**src/hdl/ise_pkg.sv**
```systemverilog
// ----------------------------------------------------------------------------
// ise_pkg
// Shared types and constants of the insertion sort engine: request and result
// payloads, the cell control group and the controller states.
// ----------------------------------------------------------------------------
package ise_pkg;

    // store depth and element width
    localparam int ISE_DEPTH  = 64;
    localparam int ISE_DATA_W = 32;

    // one incoming request
    typedef struct packed {
        logic signed [ISE_DATA_W-1:0] value;
        logic                         last_in;
    } ise_item_t;

    // one outgoing result
    typedef struct packed {
        logic signed [ISE_DATA_W-1:0] sorted_value;
        logic                         last_out;
        logic                         overflow;
    } ise_result_t;

    // control broadcast to every cell of the chain
    typedef struct packed {
        logic insert;
        logic shift;
    } ise_ctrl_t;

    // controller states
    typedef enum logic {
        ISE_LOAD,
        ISE_DRAIN
    } ise_state_t;

endpackage

```
**src/hdl/ise_cell.sv**
```systemverilog
// ----------------------------------------------------------------------------
// ise_cell
// One place of the sorted chain. Compares its stored value with the incoming
// one, takes the left neighbor's value or the new value on insertion, and
// takes the right neighbor's value while the chain drains.
// ----------------------------------------------------------------------------
module ise_cell
    import ise_pkg::*;
(
    input  logic                         clk,
    input  ise_ctrl_t                    ctrl,
    input  logic signed [ISE_DATA_W-1:0] new_value,
    input  logic                         occupied,
    input  logic signed [ISE_DATA_W-1:0] left_value,
    input  logic                         left_ins,
    input  logic signed [ISE_DATA_W-1:0] right_value,
    output logic signed [ISE_DATA_W-1:0] value,
    output logic                         ins
);

    logic signed [ISE_DATA_W-1:0] value_reg;
    logic signed [ISE_DATA_W-1:0] value_next;

    // this place moves up when it is empty or holds a larger value
    always_comb
    begin
        ins = !occupied || (value_reg > new_value);
    end

    // next stored value
    always_comb
    begin
        value_next = value_reg;
        if (ctrl.shift)
        begin
            value_next = right_value;
        end
        else if (ctrl.insert && ins)
        begin
            value_next = left_ins ? left_value : new_value;
        end
    end

    // stored value
    always_ff @(posedge clk)
    begin
        value_reg <= value_next;
    end

    assign value = value_reg;

endmodule
```
**config.mk**
```make
export PLATFORM = sky130hd
export DESIGN_NAME = ise_cell
export DESIGN_NICKNAME = d
export VERILOG_FILES = /design/src/hdl/ise_pkg.sv /design/src/hdl/ise_cell.sv
export SDC_FILE = /design/constraint.sdc
export NUM_CORES = 1
export LEC_CHECK = 0
export ABC_CLOCK_PERIOD_IN_PS = 4530
export BUFFER_PORTS_ARGS = -buffer_cell sky130_fd_sc_hd__buf_2
export CORE_UTILIZATION = 35
export DETAILED_ROUTE_END_ITERATION = 10
export PLACE_DENSITY = 0.65
export SYNTH_ARGS = -nofsm -noshare
export SYNTH_HDL_FRONTEND = slang
export SYNTH_SLANG_ARGS = --single-unit
```
**constraint.sdc**
```tcl
create_clock -name clk -period 4.53 [get_ports clk]
set_input_delay 1.1325 -clock clk [delete_from_list [all_inputs] [get_ports clk]]
set_output_delay 1.1325 -clock clk [all_outputs]
set_load 0.02 [all_outputs]
```
==> reports/qor.yml, run 1 <==
yosys:
  synth_top_area_share_pct: 38.8
  syn_nets: 393
  synth_area_leaders: "edfxtp_1 (39%), ha_1 (16%), mux2i_1 (13%)"
  ys_ff_latch: 32
  synth.largest_area_cell: "edfxtp_1"
  synth_cell_type_count: 25
  syn_inst: 260
  ys_warn_count: 0
  ys_seq_area_share_pct: 38.8
  synth_area_per_cell_sq_um: 9.52
  synth_area_sq_um: 2470
worst_setup_path:
  critical-path-max-stage-delay_ns: 0.35
  crit_path_cell_trace: "buf_2 -> inv_1 -> ha_1 -> a21o_1 -> nand3_1 -> a2111oi_2 -> a211oi_1 -> o211a_1 -> o21ai_1 -> buf_2"
  startpoint: "new_value[5]"
  path_max_fanout: 2
  worstPathRequired_ns: 3.40
  cp-end-kind: "output port"
  reg2reg_from: "value[5]"
  crit_arrival_ns: 2.84
  critPathSlowestCell: "a2111oi_2"
  crit_top_cell: "buf_2"
  path_class: "in2out"
  critPathLaunchType: "input pin"
power_and_ir_drop:
  p_comb_share_pct: 34.0
  seqPwrFrac_pct: 43.5
  power-per-cell-area_nw_per_um2: 272
  p_leak_nw: 1.77
  power_uw: 902
  swShare_pct: 32.9
  power_frac_clock_pct: 22.6
  ir_drop_mv: 0.129
  power.switching_uw: 296
  p_int_uw: 605
floorplan:
  die_w_um: 86.1
  rows: 30
  initial_core_util_pct: 36.4
  die_h_um: 86.1
  design.portCount: 134
  fp.dieArea_sq_um: 7410
  core-area_sq_um: 6790
timing:
  relSlewSlack_pct: 35.8
  finalSetupViolations: 0
  fmax_ghz: 0.252
  finalCritPeriodShare_pct: 87.7
  min_period_ns: 3.97
  hold_violations: 0
  hold_slack_ns: 1.13
  setup_tns_ns: 0
  tightest_slew_ns: 0.963
  fin_skew_ns: 0.00487
  rsz0062_at_grt: "no"
  drv_slew: 0
detailed_routing:
  ant_nets: 0
  wl_um: 5960
  route.vias.total: 2255
  drt_iter0_markers: 83
  drc_errors: 0
  wl_per_cell_um: 12.2
  via_per_inst: 4.63
  first_pass_iters: 4
cts:
  clock-sinks: 32
  numCtsBuffers: 5
  cts_tree: "yes"
  cts_root_buffer: "clkbuf_8"
  clockBufferDepth: 2
  clk_pin_slew_ns: 0.06
  cts_resized: 0
  clk_latency_ns: 0.27
  hold_buffers: 0
  htree_levels: 2
  cts_setup_buffers: 0
global_routing:
  track_usage_pct: 16.7
  antenna_found_initial: 0
  grt_pass1_vias: 2193
  gr-total-overflow: 0
  grt_max_degree: 66
  grt_pass1_wl_um: 9640
cells_and_area:
  largest_register_ff_count: 32
  syn2layout_area_growth_pct: 34.1
  n_antenna_cell: 0
  drive_gt1_share_pct: 37.3
  nets: 524
  final_cells: 487
place:
  dp_cells: 480
  gp_congestion: 0.796
  port_buffers: 133
  place_hpwl_um: 4740
outcome:
  status: "finished, final reports clean"
min_path:
  hp-start: "right_value[16]"
  hold_path_class: "in2reg"
job:
  drv_cap: 0
## worst max-delay path: cells and delay by family
family          cells  cell delay (ns)
buf+inv             3             0.31
simple gates        1             0.12
compound gates      5             1.00
fa+ha+maj           1             0.29
## worst paths after layout
check / endpoint / slack [ns] / cells past startpoint
max: ins / 0.56 / 10
min: value[16] / 1.13 / 3
max reg2reg: value[16] / 1.93 / 8
min reg2reg: value[7] / 1.46 / 6
## stage by stage
step	util (%)	worst slack, ns	area (sq um)
global route	48.9	0.431	3320
floorplan	-	0.415	2470
finish	48.9	0.555	3320
detailed placement	47.7	0.559	3240
global placement	47.7	0.531	3240
CTS	48.9	0.553	3320
## placed cells by master (no fill, tap or decap), drive strengths merged, types with 2 or more instances in the layout
cell,instances
buf,135
ha,32
a211oi,2
o211a,2
a21o,3
nand4,6
a21oi,14
clkbuf,6
edfxtp,32
nand2,38
mux2i,32
nor2,2
nand3,5
inv,35
nor4,2
o21ai,37
## power groups by stage
stage | clock network [mW] | logic [mW] | registers [mW]
floorplan | 0 | 0.141 | 0.444
global placement | 0 | 0.305 | 0.397
detailed placement | 0 | 0.311 | 0.399
CTS | 0.216 | 0.312 | 0.392
global route | 0.226 | 0.347 | 0.396
finish | 0.203 | 0.306 | 0.392
## synthesized netlist by cell type, drive strengths merged
| library cell | count |
|---|---|
| a2111oi | 1 |
| a211oi | 2 |
| a21o | 3 |
| a21oi | 14 |
| and4 | 1 |
| buf | 3 |
| clkbuf | 8 |
| edfxtp | 32 |
| ha | 32 |
| inv | 35 |
| mux2i | 32 |
| nand2 | 38 |
| nand2b | 1 |
| nand3 | 5 |
| nand4 | 6 |
| nor2 | 2 |
| nor4 | 2 |
| o211a | 2 |
| o21a | 1 |
| o21ai | 37 |
| o221ai | 1 |
| o31ai | 1 |
| or2 | 1 |
## area by class of cell
cell class	instances	area, sq um
clock buffers	6	72.6
clock inverters	1	5.00
fillers	659	3470
inverters	35	131
multi-input cells	182	1350
flip-flops and latches	32	961
well taps	96	120
repair buffers	135	681
## layer usage
metal	vias up	wire [um]	GRT usage [%]
met3	6	394	4.14
met1	976	2620	19.4
met2	84	2870	29.9
li1	1189	-	-
met4	0	80	5.76
met5	-	0	0
## logic make-up (layout without fill, tap and decap cells)
| kind of cell | after synthesis | in the layout | share of synthesized area (%) |
|---|---|---|---|
| simple gates | 56 | 56 | 10.7 |
| buf+inv | 46 | 177 | 7.13 |
| flops | 32 | 32 | 38.8 |
| compound gates | 62 | 62 | 14.2 |
| mux | 32 | 32 | 12.9 |
| fa+ha+maj | 32 | 32 | 16.2 |
Note: power is estimated with default switching activity, not from simulation.
==> run 2, diff against run 1 <==
==> constraint.sdc (replaced) <==
create_clock -name clk -period 4.53 [get_ports clk]
set_input_delay 1.1325 -clock clk [delete_from_list [all_inputs] [get_ports clk]]
set_output_delay 1.1325 -clock clk [all_outputs]
set_load 0.1 [all_outputs]
==> run 2 against run 1 <==
Non-clock buffer count unchanged; sequential power about the same; fmax decreased by 1.1%; clock skew increased by 0.0013 ns; count of clock-buffer cells in the layout increased by 1; cell count increased by 0.21%; via count increased by 1.0%; clock power increased by 3%; wire length increased by 4.0%; global-route usage increased by 0.38 points; critical path type unchanged; critical endpoint unchanged.
==> reports/qor.yml, run 2 (same netlist as run 1, synthesis figures left out) <==
timing:
  tightest_slew_ns: 0.962  # -0.00163 ns
  drv_slew: 0  # unchanged
  min_period_ns: 4.02  # +0.0439 ns
  finalSetupViolations: 0  # unchanged
  fin_skew_ns: 0.00618  # +0.00132 ns
  setup_tns_ns: 0  # unchanged
  rsz0062_at_grt: "no"
  fmax_ghz: 0.249  # -1.1%
  finalCritPeriodShare_pct: 88.7  # +0.97 points
  relSlewSlack_pct: 35.9  # +0.11 points
  hold_violations: 0  # unchanged
power_and_ir_drop:
  p_leak_nw: 1.77  # +0.39%
  p_int_uw: 611  # +1.0%
  power_frac_clock_pct: 18.5  # -4.1 points
  power.switching_uw: 523  # +77%
  seqPwrFrac_pct: 34.6  # -8.9 points
  p_comb_share_pct: 46.8  # +13 points
  power_mw: 1.13  # +26%
  swShare_pct: 46.1  # +13 points
  ir_drop_mv: 0.121  # -5.7%
  power-per-cell-area_nw_per_um2: 340  # +25%
cells_and_area:
  multi_input_area_sq_um: 1350  # +0.28%
  largest_register_ff_count: 32  # unchanged
  n_antenna_cell: 0  # unchanged
  fillerInstances: 659  # unchanged
  final_cell_mix: "buf_2 (132), nand2_1 (38), inv_1 (35), o21ai_0 (35)"
  final_common_cell: "buf_2"
  design_area_sq_um: 3340  # +0.64%
  drive_gt1_share_pct: 37.2  # -0.095 points
  syn2layout_area_growth_pct: 35.0
  final_util_pct: 49.2  # +0.31 points
  nets: 524  # unchanged
  regArea_sq_um: 961  # unchanged
detailed_routing:
  met1_length_um: 2790  # +6.6%
  via_per_inst: 4.67  # +0.81%
  top_layer: "met4"
  met3_wirelength_um: 274  # -30%
  first_pass_iters: 4  # unchanged
  route.vias.total: 2278  # +1.0%
  drt_iter0_markers: 50  # -40%
  wl_met2_um: 3060  # +6.9%
  wl_per_cell_um: 12.7  # +3.8%
  wl_um: 6200  # +4.0%
  drc_errors: 0  # unchanged
  ant_nets: 0  # unchanged
min_path:
  hold_path_class: "in2reg"
  min_path_cells: 3  # unchanged
  hp-start: "right_value[27]"
  holdPathEnd: "value[27]"
global_routing:
  track_usage_pct: 17.1  # +0.38 points
  grt_pass1_vias: 2151  # -1.9%
  gr-total-overflow: 0  # unchanged
  antenna_found_initial: 0  # unchanged
  grt_pass1_wl_um: 9790  # +1.6%
  grt_max_degree: 65  # -1.5%
worst_setup_path:
  worst_r2r_path_depth: 7  # -1
  crit_arrival_ns: 2.89  # +0.05 ns
  critPathSlowestCell: "nor4_2"
  critPathLaunchType: "input pin"
  critical-path-max-stage-delay_ns: 0.33  # -0.02 ns
  reg2reg_from: "value[13]"
  cp-end-kind: "output port"
  rrSetupSlack_ns: 1.78  # -0.15 ns
  path_class: "in2out"
  path_max_fanout: 3  # +1
  crit_path_cell_trace: "buf_2 -> inv_1 -> ha_1 -> nand4_2 -> nor4_2 -> a211oi_1 -> o211a_1 -> o21ai_2 -> buf_12"
  worstPathRequired_ns: 3.40  # about the same
  worstReg2RegEnd: "value[12]"
place:
  dpl_cell_area_sq_um: 3260  # +0.58%
  port_buffers: 133  # unchanged
  place_hpwl_um: 4990  # +5.2%
  gp_congestion: 0.795  # -0.16%
floorplan:
  design.portCount: 134  # unchanged
  die_h_um: 86.1  # unchanged
  initial_core_util_pct: 36.4  # unchanged
  fp.dieArea_sq_um: 7410  # unchanged
  die_w_um: 86.1  # unchanged
  core-area_sq_um: 6790  # unchanged
  rows: 30  # unchanged
cts:
  hold_buffers: 0  # unchanged
  clk_latency_ns: 0.28  # about the same
  clock-sinks: 32  # unchanged
  cts_tree: "yes"
  clockBufferDepth: 2  # unchanged
  cts_root_buffer: "clkbuf_8"
  htree_levels: 2  # unchanged
  clk_pin_slew_ns: 0.07  # about the same
  cts_setup_buffers: 0  # unchanged
  numCtsBuffers: 5  # unchanged
  cts_resized: 0  # unchanged
job:
  drv_cap: 0  # unchanged
outcome:
  status: "finished, final reports clean"
run 2: worst max path at each step:
stage / slack, ns / cells after the start / end / from
2_1_floorplan: 0.34 / 8 / ins / new_value[5]
3_3_place_gp: 0.50 / 9 / ins / new_value[23]
3_5_place_dp: 0.49 / 9 / ins / new_value[15]
4_1_cts: 0.49 / 9 / ins / new_value[15]
5_1_grt: 0.39 / 10 / ins / new_value[5]
6_report: 0.51 / 9 / ins / new_value[15]
run 2: cell type report:
| class | count | share of cell area [%] |
|---|---|---|
| clock buffer | 7 | 2.28 |
| sequential | 32 | 28.8 |
| inverter | 35 | 3.93 |
| clock inverter | 1 | 0.112 |
| tap | 96 | 3.60 |
| timing repair buffer | 135 | 20.8 |
| multi-input combinational | 182 | 40.5 |
run 2: critical path: cells and delay by family:
| family | cells | cell delay, ns |
|---|---|---|
| adder cells (fa/ha/maj) | 1 | 0.31 |
| AO/OA/AOI/OAI | 3 | 0.63 |
| AND/OR/NAND/NOR | 2 | 0.46 |
| buffers and inverters | 3 | 0.35 |
run 2: metal layers:
| layer | track usage (%) | up-vias |
|---|---|---|
| met2 | 30.7 | 69 |
| met3 | 3.18 | 7 |
| met1 | 20.8 | 1009 |
| li1 | - | 1193 |
| met5 | 0 | - |
| met4 | 5.15 | 0 |
run 2: metrics by stage:
stage                     hold slack (ns)  cells  setup slack [ns]
final                                1.13    488             0.511
after global routing                 1.13    488             0.388
after CTS                            1.12    488             0.489
after detailed placement             1.27    480             0.489
after global placement               1.26    480             0.502
after floorplan                      1.32    260             0.336
run 2: power by group through the flow:
stage | logic, mW | registers, mW | clock network (mW)
after global routing | 0.569 | 0.398 | 0.235
after CTS | 0.535 | 0.394 | 0.222
after global placement | 0.528 | 0.399 | 0
final | 0.531 | 0.393 | 0.210
after detailed placement | 0.533 | 0.401 | 0
after floorplan | 0.149 | 0.657 | 0
==> run 3, diff against run 2 <==
--- a/config.mk
+++ b/config.mk
@@ -5,7 +5,7 @@
 export SDC_FILE = /design/constraint.sdc
 export NUM_CORES = 1
 export LEC_CHECK = 0
-export ABC_CLOCK_PERIOD_IN_PS = 4530
+export ABC_CLOCK_PERIOD_IN_PS = 3700
 export BUFFER_PORTS_ARGS = -buffer_cell sky130_fd_sc_hd__buf_2
 export CORE_UTILIZATION = 35
 export DETAILED_ROUTE_END_ITERATION = 10
==> constraint.sdc (replaced) <==
create_clock -name clk -period 3.7 [get_ports clk]
set_input_delay 0.925 -clock clk [delete_from_list [all_inputs] [get_ports clk]]
set_output_delay 0.925 -clock clk [all_outputs]
set_load 0.1 [all_outputs]
==> run 3 against run 2 <==
Count of clock-buffer cells in the layout down 2; critical path depth unchanged; total power up 24%; setup slack worse by 0.40 ns; first-iteration DRC count up 8.0%; wire length down 0.89%; flip-flop and latch count unchanged; sequential share of layout area down 0.36 points; largest cell class unchanged.
==> reports/qor.yml, run 3 (same netlist as run 1, synthesis figures left out) <==
worst_setup_path:
  worstReg2RegEnd: "value[17]"
  worstPathRequired_ns: 2.77  # -0.63 ns
  cp-end-kind: "output port"
  crit_arrival_ns: 2.66  # -0.23 ns
  path_class: "in2out"
  path_max_fanout: 3  # unchanged
  path_buf_inv: 3  # unchanged
  rrSetupSlack_ns: 1.00  # -0.78 ns
  crit_path_cell_trace: "buf_2 -> inv_1 -> ha_1 -> nand4_2 -> nor4_4 -> a211oi_1 -> o211a_1 -> o21ai_2 -> buf_12"
  worst_r2r_path_depth: 8  # +1
  critical-path-max-stage-delay_ns: 0.33  # about the same
  critical_path.top_delay_family: "compound AO/OA/AOI/OAI gates"
  cp.depth: 9  # unchanged
  critPathLaunchType: "input pin"
  reg2reg_from: "value[14]"
  critPathSlowestCell: "nor4_4"
detailed_routing:
  wl_um: 6150  # -0.89%
  wl_per_cell_um: 12.5  # -1.3%
  drc_errors: 0  # unchanged
  first_pass_iters: 7  # +3
  via_per_inst: 4.68  # +0.16%
  route.vias.total: 2291  # +0.57%
  drt_iter0_markers: 54  # +8.0%
  ant_nets: 0  # unchanged
global_routing:
  antenna_found_initial: 1  # +1
  grt_pass1_wl_um: 9760  # -0.36%
  gr-total-overflow: 0  # unchanged
  track_usage_pct: 16.9  # -0.18 points
  grt_max_degree: 37  # -43%
  grt_pass1_vias: 2142  # -0.42%
cells_and_area:
  nets: 525  # +0.19%
  final_cell_mix: "buf_2 (132), nand2_1 (38), inv_1 (35), o21ai_0 (35)"
  drive_gt1_share_pct: 37.9  # +0.67 points
  final_common_cell: "buf_2"
  largest_register_ff_count: 32  # unchanged
  final_cells: 490  # +0.41%
  fillerInstances: 666  # +1.1%
  syn2layout_area_growth_pct: 36.7
power_and_ir_drop:
  ir_drop_mv: 0.173  # +42%
  power-per-cell-area_nw_per_um2: 415  # +22%
  p_leak_nw: 1.81  # +2.0%
  power_mw: 1.40  # +24%
job:
  drv_cap: 0  # unchanged
floorplan:
  die_w_um: 86.1  # unchanged
  die_h_um: 86.1  # unchanged
  fp.dieArea_sq_um: 7410  # unchanged
  core-area_sq_um: 6790  # unchanged
  design.portCount: 134  # unchanged
  rows: 30  # unchanged
  initial_core_util_pct: 36.4  # unchanged
timing:
  finalSetupViolations: 0  # unchanged
  drv_slew: 0  # unchanged
  rsz0062_at_grt: "no"
  finalCritPeriodShare_pct: 97.0
  min_period_ns: 3.59
  hold_slack_ns: 0.914  # -0.218 ns
  fmax_ghz: 0.279
  relSlewSlack_pct: 34.4  # -1.5 points
  hold_violations: 0  # unchanged
  tightest_slew_ns: 0.984  # +0.0223 ns
  fin_skew_ns: 0.00774  # +0.00155 ns
min_path:
  hold_path_class: "in2reg"
  hp-start: "right_value[4]"
  holdPathEnd: "value[4]"
  min_path_cells: 3  # unchanged
place:
  place_hpwl_um: 4940  # -1.1%
  port_buffers: 133  # unchanged
  dp_cells: 480  # unchanged
  gp_congestion: 0.747  # -6.0%
cts:
  clock-sinks: 32  # unchanged
  cts_tree: "yes"
  clockBufferDepth: 2  # unchanged
  hold_buffers: 0  # unchanged
  clk_pin_slew_ns: 0.07  # about the same
  cts_root_buffer: "clkbuf_8"
  numCtsBuffers: 5  # unchanged
  htree_levels: 2  # unchanged
  clk_latency_ns: 0.29  # about the same
outcome:
  status: "finished, final reports clean"
==> run 3: worst max path at each step <==
stage                              from   to  slack [ns]
after floorplan                value[5]  ins       -0.12
after global placement    new_value[14]  ins        0.15
after detailed placement  new_value[14]  ins        0.08
after CTS                 new_value[14]  ins        0.03
after global routing      new_value[31]  ins       0.007
final                     new_value[13]  ins        0.11
==> run 3: stage by stage <==
stage,setup slack [ns],cell area [sq um],TNS [ns],util (%)
after floorplan,-0.118,2480,-0.118,-
after global placement,0.146,3270,0,48.2
after detailed placement,0.0789,3270,0,48.2
after CTS,0.0327,3360,0,49.4
after global routing,0.00697,3380,0,49.8
final,0.111,3380,0,49.8
==> run 3: power breakdown <==
part	total (mW)	switching, mW	internal, mW
combinational	0.662	0.495	0.167
sequential	0.481	0.0245	0.456
clock	0.260	0.133	0.128
total	1.40	0.652	0.751
==> run 3: tightest hold or removal path: cells and delay by family <==
kind / cells / cell delay (ns)
AOI/OAI and AO/OA: 1 / 0.06
buffers and inverters: 1 / 0.07
and+or+nand+nor: 1 / 0.04
==> run 3: timing repair <==
item                                    in CTS  in global routing
resized for setup                            0                  2
endpoints found under the setup margin       0                  1
buffers inserted                             0                  1
==> run 3: routing by layer <==
layer  track usage, %  share of wire, %  vias up
met5                0                 0        -
met4             5.45               1.2        0
met3             3.95               5.6        6
met2             28.2                47       80
met1             21.7                46     1006
li1                 -                 -     1199
==> run 3: cell type report <==
class                      count  area (sq um)  share of cell area [%]
clock inverter                 3          13.8                   0.407
timing repair buffer         136           716                    21.2
sequential                    32           961                    28.4
multi-input combinational    182          1370                    40.5
tap                           96           120                    3.55
clock buffer                   5          68.8                    2.03
antenna                        1          2.50                  0.0740
inverter                      35           131                    3.88
